==> config.mk <==
export PLATFORM = sky130hd
export DESIGN_NAME = qsrm_ctrl
export DESIGN_NICKNAME = d
export VERILOG_FILES = /design/src/sv/qsrm_pkg.sv /design/src/sv/qsrm_ctrl.sv
export SDC_FILE = /design/constraint.sdc
export NUM_CORES = 1
export LEC_CHECK = 0
export ABC_CLOCK_PERIOD_IN_PS = 1300
export BUFFER_PORTS_ARGS = -buffer_cell sky130_fd_sc_hd__buf_4
export CAP_MARGIN = 20
export CORE_MARGIN = 1.5
export CORE_UTILIZATION = 45
export DETAILED_ROUTE_END_ITERATION = 7
export PLACE_DENSITY = 0.75
export SYNTH_ARGS = -nofsm -noshare
export SYNTH_HDL_FRONTEND = slang
export SYNTH_SLANG_ARGS = --single-unit
==> constraint.sdc <==
create_clock -name clk -period 1.3 [get_ports clk]
set_input_delay 0.26 -clock clk [delete_from_list [all_inputs] [get_ports clk]]
set_output_delay 0.26 -clock clk [all_outputs]
set_load 0.1 [all_outputs]
==> src/sv/qsrm_pkg.sv <==
// Shared types and constants for the quote spread rolling mean block.
// Used by qsrm_ctrl, qsrm_datapath and quote_spread_rolling_mean_top; depends on nothing.
package qsrm_pkg;

    localparam int CFG_W               = 9;
    localparam int CBPS_W              = 22;
    localparam int CENTIBPS_SCALE_BITS = 21;
    localparam logic [CENTIBPS_SCALE_BITS-1:0] CENTIBPS_SCALE = 21'd2000000;
    localparam logic [CFG_W-1:0] WINDOW_RESET = 9'd100;

    typedef enum logic [2:0] {
        ST_IDLE,
        ST_FETCH,
        ST_EVICT,
        ST_ACCUM,
        ST_SETUP,
        ST_DIVIDE,
        ST_FINISH
    } state_t;

    typedef struct packed {
        logic accept;
        logic fetch;
        logic evict;
        logic accum;
        logic setup;
        logic step;
        logic cbps_step;
        logic finish;
    } cmd_t;

endpackage

==> src/sv/qsrm_ctrl.sv <==
// Sequencer for the quote spread rolling mean block: state machine, divide counter, output valid.
// Depends on qsrm_pkg; drives qsrm_datapath through a cmd_t bundle.
module qsrm_ctrl #(
    parameter int SUM_W = 57
) (
    input  logic          clk,
    input  logic          rst_n,
    input  logic          in_valid,
    output logic          in_stall,
    output logic          out_valid,
    input  logic          out_stall,
    output qsrm_pkg::cmd_t cmd
);
    import qsrm_pkg::*;

    localparam int CNT_W = $clog2(SUM_W + 1);

    state_t           state_reg;
    state_t           state_next;
    logic [CNT_W-1:0] cnt_reg;
    logic [CNT_W-1:0] cnt_next;
    logic             out_valid_reg;
    logic             out_valid_next;
    logic             slot_free;
    logic             last_step;

    assign slot_free = !out_valid_reg || !out_stall;
    assign last_step = (cnt_reg == CNT_W'(SUM_W - 1));

    always_comb
    begin
        state_next = state_reg;
        case (state_reg)
            ST_IDLE:   if (in_valid) state_next = ST_FETCH;
            ST_FETCH:  state_next = ST_EVICT;
            ST_EVICT:  state_next = ST_ACCUM;
            ST_ACCUM:  state_next = ST_SETUP;
            ST_SETUP:  state_next = ST_DIVIDE;
            ST_DIVIDE: if (last_step) state_next = ST_FINISH;
            ST_FINISH: if (slot_free) state_next = ST_IDLE;
            default:   state_next = ST_IDLE;
        endcase
    end

    always_comb
    begin
        cmd           = '0;
        in_stall      = 1'b1;
        case (state_reg)
            ST_IDLE:
            begin
                in_stall   = 1'b0;
                cmd.accept = in_valid;
            end
            ST_FETCH:  cmd.fetch = 1'b1;
            ST_EVICT:  cmd.evict = 1'b1;
            ST_ACCUM:  cmd.accum = 1'b1;
            ST_SETUP:  cmd.setup = 1'b1;
            ST_DIVIDE:
            begin
                cmd.step      = 1'b1;
                cmd.cbps_step = (32'(cnt_reg) < CENTIBPS_SCALE_BITS);
            end
            ST_FINISH: cmd.finish = slot_free;
            default:   cmd = '0;
        endcase
    end

    always_comb
    begin
        cnt_next = cnt_reg;
        if (state_reg == ST_SETUP)
            cnt_next = '0;
        else if (state_reg == ST_DIVIDE)
            cnt_next = cnt_reg + CNT_W'(1);
    end

    always_comb
    begin
        out_valid_next = out_valid_reg;
        if (cmd.finish)
            out_valid_next = 1'b1;
        else if (!out_stall)
            out_valid_next = 1'b0;
    end

    always_ff @(posedge clk or negedge rst_n)
    begin
        if (!rst_n)
        begin
            state_reg     <= ST_IDLE;
            cnt_reg       <= '0;
            out_valid_reg <= 1'b0;
        end
        else
        begin
            state_reg     <= state_next;
            cnt_reg       <= cnt_next;
            out_valid_reg <= out_valid_next;
        end
    end

    assign out_valid = out_valid_reg;

endmodule

==> results of run 1 <==
==> cell usage after synthesis, drive strengths merged <==
master	n
dfrtp	10
nand2	9
nand3	8
nor2	5
buf	4
inv	4
o21ai	3
or4	3
ha	2
nand2b	2
nand3b	2
nor3	2
nor3b	2
or3	2
a21o	1
a22o	1
a31oi	1
clkbuf	1
mux2	1
mux2i	1
nor2b	1
o211ai	1
o21a	1
o21bai	1
o311a	1
xnor2	1
==> stage by stage <==
stage	instance area, sq um	worst slack, ns
3_3_place_gp	901	-0.181
2_1_floorplan	704	-0.580
3_5_place_dp	901	-0.216
4_1_cts	1180	-0.415
==> kinds of logic after synthesis <==
group | synth area share, %
AND/OR/NAND/NOR | 31.1
AO/OA/AOI/OAI | 11.5
flip-flops | 41.2
buffers and inverters | 7.20
multiplexers | 3.50
adder cells (fa/ha/maj) | 4.11
XOR/XNOR | 1.44
==> repair_timing <==
action / in CTS
pin swaps: 12
setup endpoints to repair: 13
endpoints found under the hold margin: 10
hold buffers: 1
resized for setup: 44
buffers inserted: 9
==> impl_metrics.py, run 1 <==
metrics = {
    "floorplanning": {
        "floorplan.initialDensity_pct": 47.3,
        "rows": 13,
        "fp.dieH_um": 39.8,
        "die_x_um": 39.8,
        "io_pins": 14,
    },
    "synth": {
        "synth.area.top_cells": "dfrtp_1 (41%), nand3_1 (6.6%), nand2_1 (5.6%)",
        "ys_types": 30,
        "syn_area_sq_um": 608,
        "seq_area_frac_synth_pct": 41.2,
        "synthesis.nets": 76,
        "synth_top_area_share_pct": 41.2,
        "syn_area_per_cell_sq_um": 8.69,
        "synth_top_cell_by_area": "dfrtp_1",
        "syn-instance-count": 70,
        "yosysWarnings": 0,
        "yosys_register_bits": 10,
    },
    "place": {
        "gp_congestion": 0.789,
        "dpl.cell_count": 108,
        "port-buffer-count": 13,
        "hpwlAfterDp_um": 1100,
    },
    "timing": {
        "crit_endpoint": "cmd[1]",
        "worst_endpoint_kind": "top-level output",
    },
    "status": {
        "error": "[ERROR DPL-0038] Utilization greater than 100%, impossible to legalize",
        "stop_stage": "global routing",
        "status": "aborted with a tool error",
    },
    "clock_network": {
        "clockBufferDepth": 2,
        "cts_max_level": 1,
        "numCtsBuffers": 3,
        "clock-sinks": 10,
        "root_buffer": "clkbuf_4",
    },
    "grt": {
        "grt_max_degree": 11,
    },
}
==> run 2, diff against run 1 <==
ABC_CLOCK_PERIOD_IN_PS = 1690   (was 1300)
CORE_AREA = 2 2 63 65   (was not set)
CORE_MARGIN = not set   (was 1.5)
CORE_UTILIZATION = not set   (was 45)
DIE_AREA = 0 0 65 67   (was not set)
PLACE_DENSITY = not set   (was 0.75)
PLACE_DENSITY_LB_ADDON = 0.15   (was not set)
clock period = 1.69 ns   (was 1.3 ns; I/O delays follow)
==> run 2 against run 1 <==
- the flow now finishes, with violations (setup timing)
- synthesized area unchanged
- synthesized cell count unchanged
==> impl_metrics.py, run 2 <==
metrics = {
    "status": {
        "status": "finished, violations left",
        "violations": "setup timing",
    },
    "worst_setup_path": {
        "startpoint_type": "register",
        "crit_required_ns": 1.35,
        "crit_path_max_fanout": 2,
        "path_buf_inv": 2,
        "path_class": "reg -> out",
        "crit_path_end_kind": "primary output",
        "crit_family": "flip-flops",
        "path_cells": "inv_2 > ha_4 > nor2b_1 > o21a_1 > nor3_4 > buf_12",
        "slowest_delay_ns": 0.39,
        "critPathSlowestCell": "dfrtp_1",
        "critPathArrivalTime_ns": 1.41,
    },
    "routing": {
        "ant_nets": 0,
        "drc": 0,
        "drtPass1Iterations": 4,
        "drt_wl_total_um": 1740,
        "routed_via_density": 4.13,
        "vias": 623,
        "wl_per_cell_um": 11.5,
        "dr.first_iter.drc_count": 8,
    },
    "pwr": {
        "p_leak_nw": 0.482,
        "power_density_nw_per_um2": 492,
        "peakVddDrop_mv": 0.231,
    },
    "floorplanning": {
        "design.core.area_sq_um": 3610,
        "io_pins": 14,
        "fp.dieH_um": 67,
        "floorplan.initialDensity_pct": 16.9,
        "rows": 22,
        "die_area_sq_um": 4360,
        "die_x_um": 65,
    },
    "synth": {
        "syn_area_sq_um": 608,
        "async_reset_ff_share_pct": 100,
        "yosys_register_bits": 10,
        "synth_top_cell_by_area": "dfrtp_1",
        "ys_types": 30,
        "ys_dominant_reg_cell": "dfrtp_1",
        "netlist_top_cells_count": "dfrtp_1 (10), nand2_1 (9), nand3_1 (8), nor2_1 (5)",
        "seq_area_frac_synth_pct": 41.2,
        "post-synth-top-count-cell": "dfrtp_1",
        "synth.area.top_cells": "dfrtp_1 (41%), nand3_1 (6.6%), nand2_1 (5.6%)",
        "syn_area_per_cell_sq_um": 8.69,
        "synth-edff-count": 0,
        "yosysWarnings": 0,
        "synthesis.nets": 76,
        "synth_top_area_share_pct": 41.2,
        "syn-instance-count": 70,
    },
    "clock_network": {
        "clock_latency_ns": 0.23,
        "path_clk_slew_ns": 0.05,
        "root_buffer": "clkbuf_8",
        "clockBufferDepth": 2,
        "cts_max_level": 1,
        "numCtsBuffers": 3,
        "clock-sinks": 10,
        "cts_tree": "built",
    },
    "timing": {
        "worstMarginPinSlew_ns": 0.277,
        "rsz0062_at_grt": "yes",
        "final.setup.worst_slack_ns": -0.0583,
        "hold_violations": 0,
        "fin_tns_setup_ns": -0.0869,
        "slew_violations": 0,
        "fin_crit_ns": 1.75,
        "clock_skew_ns": 0.00318,
        "setup_viol": 2,
        "fmax_mhz": 572,
        "final.period_utilization_pct": 103,
        "slew_headroom_pct": 81.7,
    },
    "grt": {
        "grt_pass1_wl_um": 3140,
        "antenna_found_initial": 0,
        "grt_usage_pct": 9.38,
        "grt_overflow_total": 0,
        "grt_max_degree": 11,
        "grt_pass1_vias": 679,
    },
    "finish": {
        "drive_gt1_share_pct": 54.4,
        "final_area_sq_um": 1130,
        "syn2layout_area_growth_pct": 86.6,
        "largest_reg_flops": 6,
        "fin_cells": 151,
        "final_common_cell": "buf_4",
        "num_antenna_cells": 0,
        "final_cell_mix": "buf_4 (23), nand2_1 (8), nand3_1 (8), dfrtp_1 (7), buf_12 (5)",
        "fin_nets": 110,
    },
    "place": {
        "dpl.cell_count": 138,
        "gp_congestion": 0.709,
        "hpwlAfterDp_um": 1320,
        "port-buffer-count": 13,
        "post_dp_cell_area_sq_um": 897,
    },
    "job": {
        "drv_cap": 0,
    },
    "min_path": {
        "hold_path_class": "in -> reg",
    },
}
-- run 2: cell counts after synthesis --
No cell type changed its count.
-- run 2: metal layers --
layer  GRT usage, %  wire length, um  up-vias
li1               -                -      312
met2           17.0              865        9
met1           11.3              804      300
met4           2.39               14        0
met5              0                0        -
met3           1.69               55        2
-- run 2: worst reg2reg max path, stage by stage, from the launching register on --
cell     delay [ns]
dfrtp_1        0.36
buf_4          0.11
buf_4          0.10
ha_1           0.20
nand3_1        0.12
or4_1          0.41
nand3_1        0.09
-- run 2: power by group --
part	internal (mW)	total (mW)	switching (mW)
registers	0.240	0.240	0.0000000000000000800
clock network	0.205	0.304	0.0988
logic	0.00642	0.0141	0.00770
-- run 2: final timing paths --
check / from / to / slack [ns] / cells past startpoint
setup / recovery: cnt_reg[0] / cmd[1] / -0.06 / 6
hold / removal: out_stall / out_valid / 0.38 / 3
setup reg to reg: cnt_reg[0] / cnt_reg[4] / 0.24 / 6
hold reg to reg: cnt_reg[5] / cnt_reg[5] / 0.54 / 2
max in group asynchronous: rst_n / out_valid / 1.06 / 2
min in group asynchronous: rst_n / cnt_reg[1] / 0.46 / 2
-- run 2: kinds of logic after synthesis --
kind of cell             after synthesis  share of synthesized area, %
flip-flops                            10                          41.2
buffers and inverters                  9                          7.20
AND/OR/NAND/NOR                       36                          31.1
AO/OA/AOI/OAI                         10                          11.5
multiplexers                           2                          3.50
XOR/XNOR                               1                          1.44
adder cells (fa/ha/maj)                2                          4.11
-- run 2: metrics by stage --
stage                     setup slack [ns]  hold slack, ns  total power, mW  util [%]
after floorplan                     -0.268          0.0424            0.245         -
after global placement              0.0809           0.186            0.257      24.9
after detailed placement            0.0608           0.185            0.257      24.9
after CTS                           -0.121           0.372            0.568      30.6
after global routing                -0.142           0.409            0.578      31.5
final                              -0.0583           0.379            0.558      31.5
-- run 2: area by class of cell --
cell class / count / area, sq um
clock buffer: 4 / 55.1
fill: 385 / 2470
inverter: 4 / 15.0
multi-input combinational: 51 / 408
sequential: 10 / 254
tap: 48 / 60.1
timing repair buffer: 34 / 343
-- run 2: what timing repair did --
item	in CTS	in global routing
hold buffers	1	0
endpoints found under the hold margin	10	0
setup endpoints to repair	8	4
gates resized for setup	23	4
pin swaps	3	2
buffers inserted	6	2
Note: power is estimated with default switching activity, not from simulation.
==> run 3, diff against run 2 <==
ABC_CLOCK_PERIOD_IN_PS = 2100   (was 1690)
clock period = 2.1 ns   (was 1.69 ns; I/O delays follow)
==> run 3 against run 2 <==
- the run now ends clean
- core utilization fell by 8.2 points
- power fell by 28%
- non-clock buffer count fell by 19
- critical path depth did not move
- wire length fell by 12%
- register-to-register slack improved by 0.39 ns
- worst setup slack improved by 0.19 ns
- hold slack got worse by 0.37 ns
- clock power fell by 35%
==> impl_metrics.py, run 3 (same netlist as run 2, synthesis figures left out) <==
metrics = {
    "timing": {
        "fmax_mhz": 507,
        "final.period_utilization_pct": 93.9,
        "setup_viol": 0,
        "worstMarginPinSlew_ns": 0.299,
        "rsz0062_at_grt": "no",
        "slew_violations": 0,
        "hold_violations": 0,
        "fin_crit_ns": 1.97,
        "slew_headroom_pct": 80.0,
        "clock_skew_ns": 0.00278,
    },
    "routing": {
        "wl_per_cell_um": 11.6,
        "vias": 519,
        "ant_nets": 0,
        "routed_via_density": 3.96,
        "drt_wl_total_um": 1520,
        "drtPass1Iterations": 4,
        "drc": 0,
        "dr.first_iter.drc_count": 16,
    },
    "grt": {
        "grt_max_degree": 14,
        "grt_pass1_wl_um": 2640,
        "grt_pass1_vias": 510,
        "grt_usage_pct": 8.19,
        "antenna_found_initial": 0,
        "grt_overflow_total": 0,
    },
    "worst_setup_path": {
        "reg2regPathDepth": 3,
        "r2r_setup_slack_ns": 0.63,
        "crit_path_max_fanout": 3,
        "r2r_end": "cnt_reg[5]",
        "critPathSlowestCell": "dfrtp_1",
        "startpoint_type": "register",
        "reg2reg_from": "state_reg[1]",
        "critPathArrivalTime_ns": 1.55,
        "cp-startpoint": "cnt_reg[0]",
        "endpoint": "cmd[1]",
        "path_cells": "inv_1 > ha_1 > nor2b_1 > o21a_1 > nor3_4 > buf_6",
        "crit_path_end_kind": "primary output",
        "slowest_delay_ns": 0.39,
        "crit_required_ns": 1.68,
        "path_class": "reg -> out",
    },
    "place": {
        "port-buffer-count": 13,
        "gp_congestion": 0.696,
        "hpwlAfterDp_um": 1110,
    },
    "finish": {
        "fill_cells": 398,
        "regArea_sq_um": 251,
        "num_antenna_cells": 0,
        "final_cell_mix": "buf_4 (14), nand2_1 (9), dfrtp_1 (9), nand3_1 (8)",
        "syn2layout_area_growth_pct": 38.1,
        "final_util_pct": 23.3,
        "fin_nets": 91,
        "largest_reg_flops": 6,
        "final_common_cell": "buf_4",
        "drive_gt1_share_pct": 36.1,
        "multi_input_area_sq_um": 355,
    },
    "clock_network": {
        "clock_latency_ns": 0.23,
        "clock-sinks": 10,
        "post_cts_buffers": 0,
        "clockBufferDepth": 2,
        "hold_buffers": 0,
        "numCtsBuffers": 3,
        "cts_max_level": 1,
        "root_buffer": "clkbuf_8",
        "cts_resized": 0,
        "cts_tree": "built",
        "path_clk_slew_ns": 0.05,
    },
    "floorplanning": {
        "rows": 22,
        "die_x_um": 65,
        "design.core.area_sq_um": 3610,
        "floorplan.initialDensity_pct": 16.9,
        "fp.dieH_um": 67,
        "die_area_sq_um": 4360,
        "io_pins": 14,
    },
    "job": {
        "drv_cap": 0,
    },
    "pwr": {
        "power.total_mw": 0.402,
        "p_leak_nw": 0.337,
        "power_density_nw_per_um2": 479,
        "peakVddDrop_mv": 0.224,
    },
    "min_path": {
        "hold_path_class": "in -> async",
    },
    "status": {
        "status": "complete, no violations",
    },
}
==> run 3: routing by layer <==
| layer | up-vias | track usage, % | part of all wire (%) | wire, um |
|---|---|---|---|---|
| met4 | 0 | 3.19 | 1.1 | 17 |
| li1 | 269 | - | - | - |
| met2 | 13 | 11.2 | 43 | 659 |
| met3 | 2 | 3.21 | 5.3 | 81 |
| met1 | 235 | 11.3 | 50 | 766 |
| met5 | - | 0 | 0 | 0 |
==> run 3: cell type report <==
cell class                 instances  area share [%]
clock buffer                       3            4.92
inverter                           4            1.79
multi-input combinational         51            42.3
sequential                        10            30.0
tap                               48            7.15
timing repair buffer              15            13.9
==> run 3: stage by stage <==
step	instance area (sq um)	TNS (ns)	worst slack, ns	std cells	hold slack, ns
5_1_grt	840	0	0.0342	131	0.0130
4_1_cts	835	0	0.00664	131	0.0112
6_report	840	0	0.129	131	0.0104
3_3_place_gp	793	0	0.292	128	0.266
2_1_floorplan	649	-0.291	-0.195	70	0.124
3_5_place_dp	793	0	0.270	128	0.268
==> run 3: report_power, final <==
group          total (mW)         switching [mW]  internal (mW)
logic              0.0101                0.00614        0.00397
registers           0.193  0.0000000000000000575          0.193
clock network       0.199                 0.0731          0.125
total               0.402                 0.0793          0.323
==> run 3: worst max-delay path, delay by kind of cell (launching register included) <==
family	cells	cell delay [ns]
flops	1	0.39
buf+inv	2	0.32
simple gates	2	0.22
compound gates	1	0.20
fa+ha+maj	1	0.18
==> run 3: worst min path at each step <==
stage / endpoint / slack [ns] / depth (start not counted)
after floorplan: cnt_reg[0] / 0.12 / 0
after global placement: state_reg[2] / 0.27 / 1
after detailed placement: state_reg[2] / 0.27 / 1
after CTS: state_reg[2] / 0.01 / 1
after global routing: state_reg[2] / 0.01 / 1
final: state_reg[2] / 0.01 / 1
==> run 4, diff against run 3 <==
PLACE_DENSITY_LB_ADDON = not set   (was 0.15)
==> run 4 against run 3 <==
- the flow now finishes with violations (hold timing)
- register-to-register slack about the same
- via count rose by 5.0%
- sequential power about the same
- wire length fell by 12%
- critical path depth down 3
- non-clock buffer count shrank 1
- worst setup slack worse by 0.052 ns
- clock-buffer cell count grew 1
- highest routed layer unchanged
- core utilization increased by 0.17 points
- critical path type unchanged
- sequential share of layout area down 0.37 points
- clock power is 22% higher
- first-iteration DRC count fell by 38%
==> impl_metrics.py, run 4 (same netlist as run 2, synthesis figures left out) <==
metrics = {
    "timing": {
        "slew_headroom_pct": 73.3,
        "slew_violations": 0,
        "setup_viol": 0,
        "fin_crit_ns": 2.02,
        "timing.hold.ws_ns": -0.00239,
        "final.period_utilization_pct": 96.4,
        "final.setup.worst_slack_ns": 0.0766,
        "worstMarginPinSlew_ns": 0.400,
        "rsz0062_at_grt": "no",
        "clock_skew_ns": 0.00656,
        "fmax_mhz": 494,
        "hold_violations": 6,
    },
    "worst_setup_path": {
        "crit_path_end_kind": "primary output",
        "r2r_end": "cnt_reg[5]",
        "path_buf_inv": 1,
        "startpoint_type": "register",
        "crit_family": "simple AND/OR/NAND/NOR gates",
        "crit_required_ns": 1.68,
        "path_cells": "or3_4 > nor2_4 > buf_4",
        "reg2regPathDepth": 4,
        "r2r_setup_slack_ns": 0.62,
        "cp.depth": 3,
        "slowest_delay_ns": 0.52,
        "critPathArrivalTime_ns": 1.60,
        "crit_path_max_fanout": 10,
        "reg2reg_from": "state_reg[0]",
        "critPathSlowestCell": "dfrtp_1",
        "path_class": "reg -> out",
    },
    "grt": {
        "grt_use_met3_pct": 3.89,
        "grt_max_degree": 14,
        "grt_overflow_total": 0,
        "grtUsageMet2_pct": 11.6,
        "grt-busiest-layer": "met2",
        "grt_use_met1_pct": 8.71,
        "antenna_found_initial": 0,
        "grt_pass1_vias": 530,
        "grt_pass1_wl_um": 2420,
        "grt_usage_pct": 7.31,
    },
    "clock_network": {
        "path_clk_slew_ns": 0.05,
        "cts_max_level": 1,
        "clock_latency_ns": 0.24,
        "clockBufferDepth": 2,
        "root_buffer": "clkbuf_8",
        "cts_tree": "built",
        "clock-sinks": 10,
        "numCtsBuffers": 3,
        "post_cts_buffers": 0,
    },
    "status": {
        "violations": "hold timing",
        "status": "finished, violations left",
    },
    "place": {
        "port-buffer-count": 13,
        "pre_cts_slack_ns": 0.298,
        "gp_congestion": 0.797,
        "post_dp_cell_area_sq_um": 786,
        "hpwlAfterDp_um": 1050,
    },
    "finish": {
        "final_common_cell": "buf_4",
        "syn2layout_area_growth_pct": 39.1,
        "largest_reg_flops": 6,
        "final_util_pct": 23.5,
        "num_antenna_cells": 0,
        "fin_nets": 90,
        "final_area_sq_um": 846,
        "drive_gt1_share_pct": 34.9,
        "final_cell_mix": "buf_4 (14), dfrtp_1 (10), nand2_1 (9), nand3_1 (8), clkbuf_8 (4)",
    },
    "floorplanning": {
        "floorplan.initialDensity_pct": 16.9,
        "fp.dieH_um": 67,
        "die_x_um": 65,
        "io_pins": 14,
        "die_area_sq_um": 4360,
        "design.core.area_sq_um": 3610,
        "rows": 22,
    },
    "routing": {
        "ant_nets": 0,
        "routed_via_density": 4.16,
        "dr.first_iter.drc_count": 10,
        "drtPass1Iterations": 4,
        "drc": 0,
        "vias": 545,
        "drt_wl_total_um": 1340,
        "wl_per_cell_um": 10.2,
    },
    "pwr": {
        "peakVddDrop_mv": 0.208,
        "power.total_mw": 0.445,
        "power_density_nw_per_um2": 526,
        "p_leak_nw": 0.341,
    },
    "min_path": {
        "hold_path_class": "in -> async",
    },
    "job": {
        "drv_cap": 0,
    },
}
run 4: cell count changes in the layout (fill, tap and decap cells not counted), sizes merged:
cell    change
buf         -1
clkbuf      +1
run 4: stage by stage:
| stage | instances | setup TNS (ns) |
|---|---|---|
| after floorplan | 70 | -0.291 |
| after global placement | 127 | 0 |
| after detailed placement | 127 | 0 |
| after CTS | 131 | 0 |
| after global routing | 131 | 0 |
| final | 131 | 0 |
run 4: timing repair:
item	in CTS	in global routing
hold buffers	0	0
endpoints found under the setup margin	0	2
resized for setup	0	1
run 4: area by class of cell:
| class | count | area (sq um) |
|---|---|---|
| fill | 402 | 2760 |
| multi-input combinational | 51 | 360 |
| sequential | 10 | 250 |
| timing repair buffer | 14 | 105 |
| tap | 48 | 60.1 |
| clock buffer | 4 | 55.1 |
| inverter | 4 | 15.0 |
run 4: how the worst max path moves through the flow:
stage | from | endpoint
2_1_floorplan | state_reg[1] | cmd[5]
3_3_place_gp | state_reg[1] | cmd[1]
3_5_place_dp | state_reg[1] | cmd[1]
4_1_cts | state_reg[1] | cmd[1]
5_1_grt | cnt_reg[0] | cmd[1]
6_report | state_reg[2] | cmd[7]
run 4: routing by layer:
metal / vias up / wire length [um]
met2: 16 / 651
met4: 0 / 11
li1: 271 / -
met3: 2 / 105
met1: 256 / 571
met5: - / 0
run 4: where the power goes:
group / internal [mW] / total [mW] / switching, mW
combinational: 0.00396 / 0.00966 / 0.00570
clock: 0.165 / 0.242 / 0.0774
sequential: 0.193 / 0.193 / 0.0000000000000000599
total: 0.362 / 0.445 / 0.0830
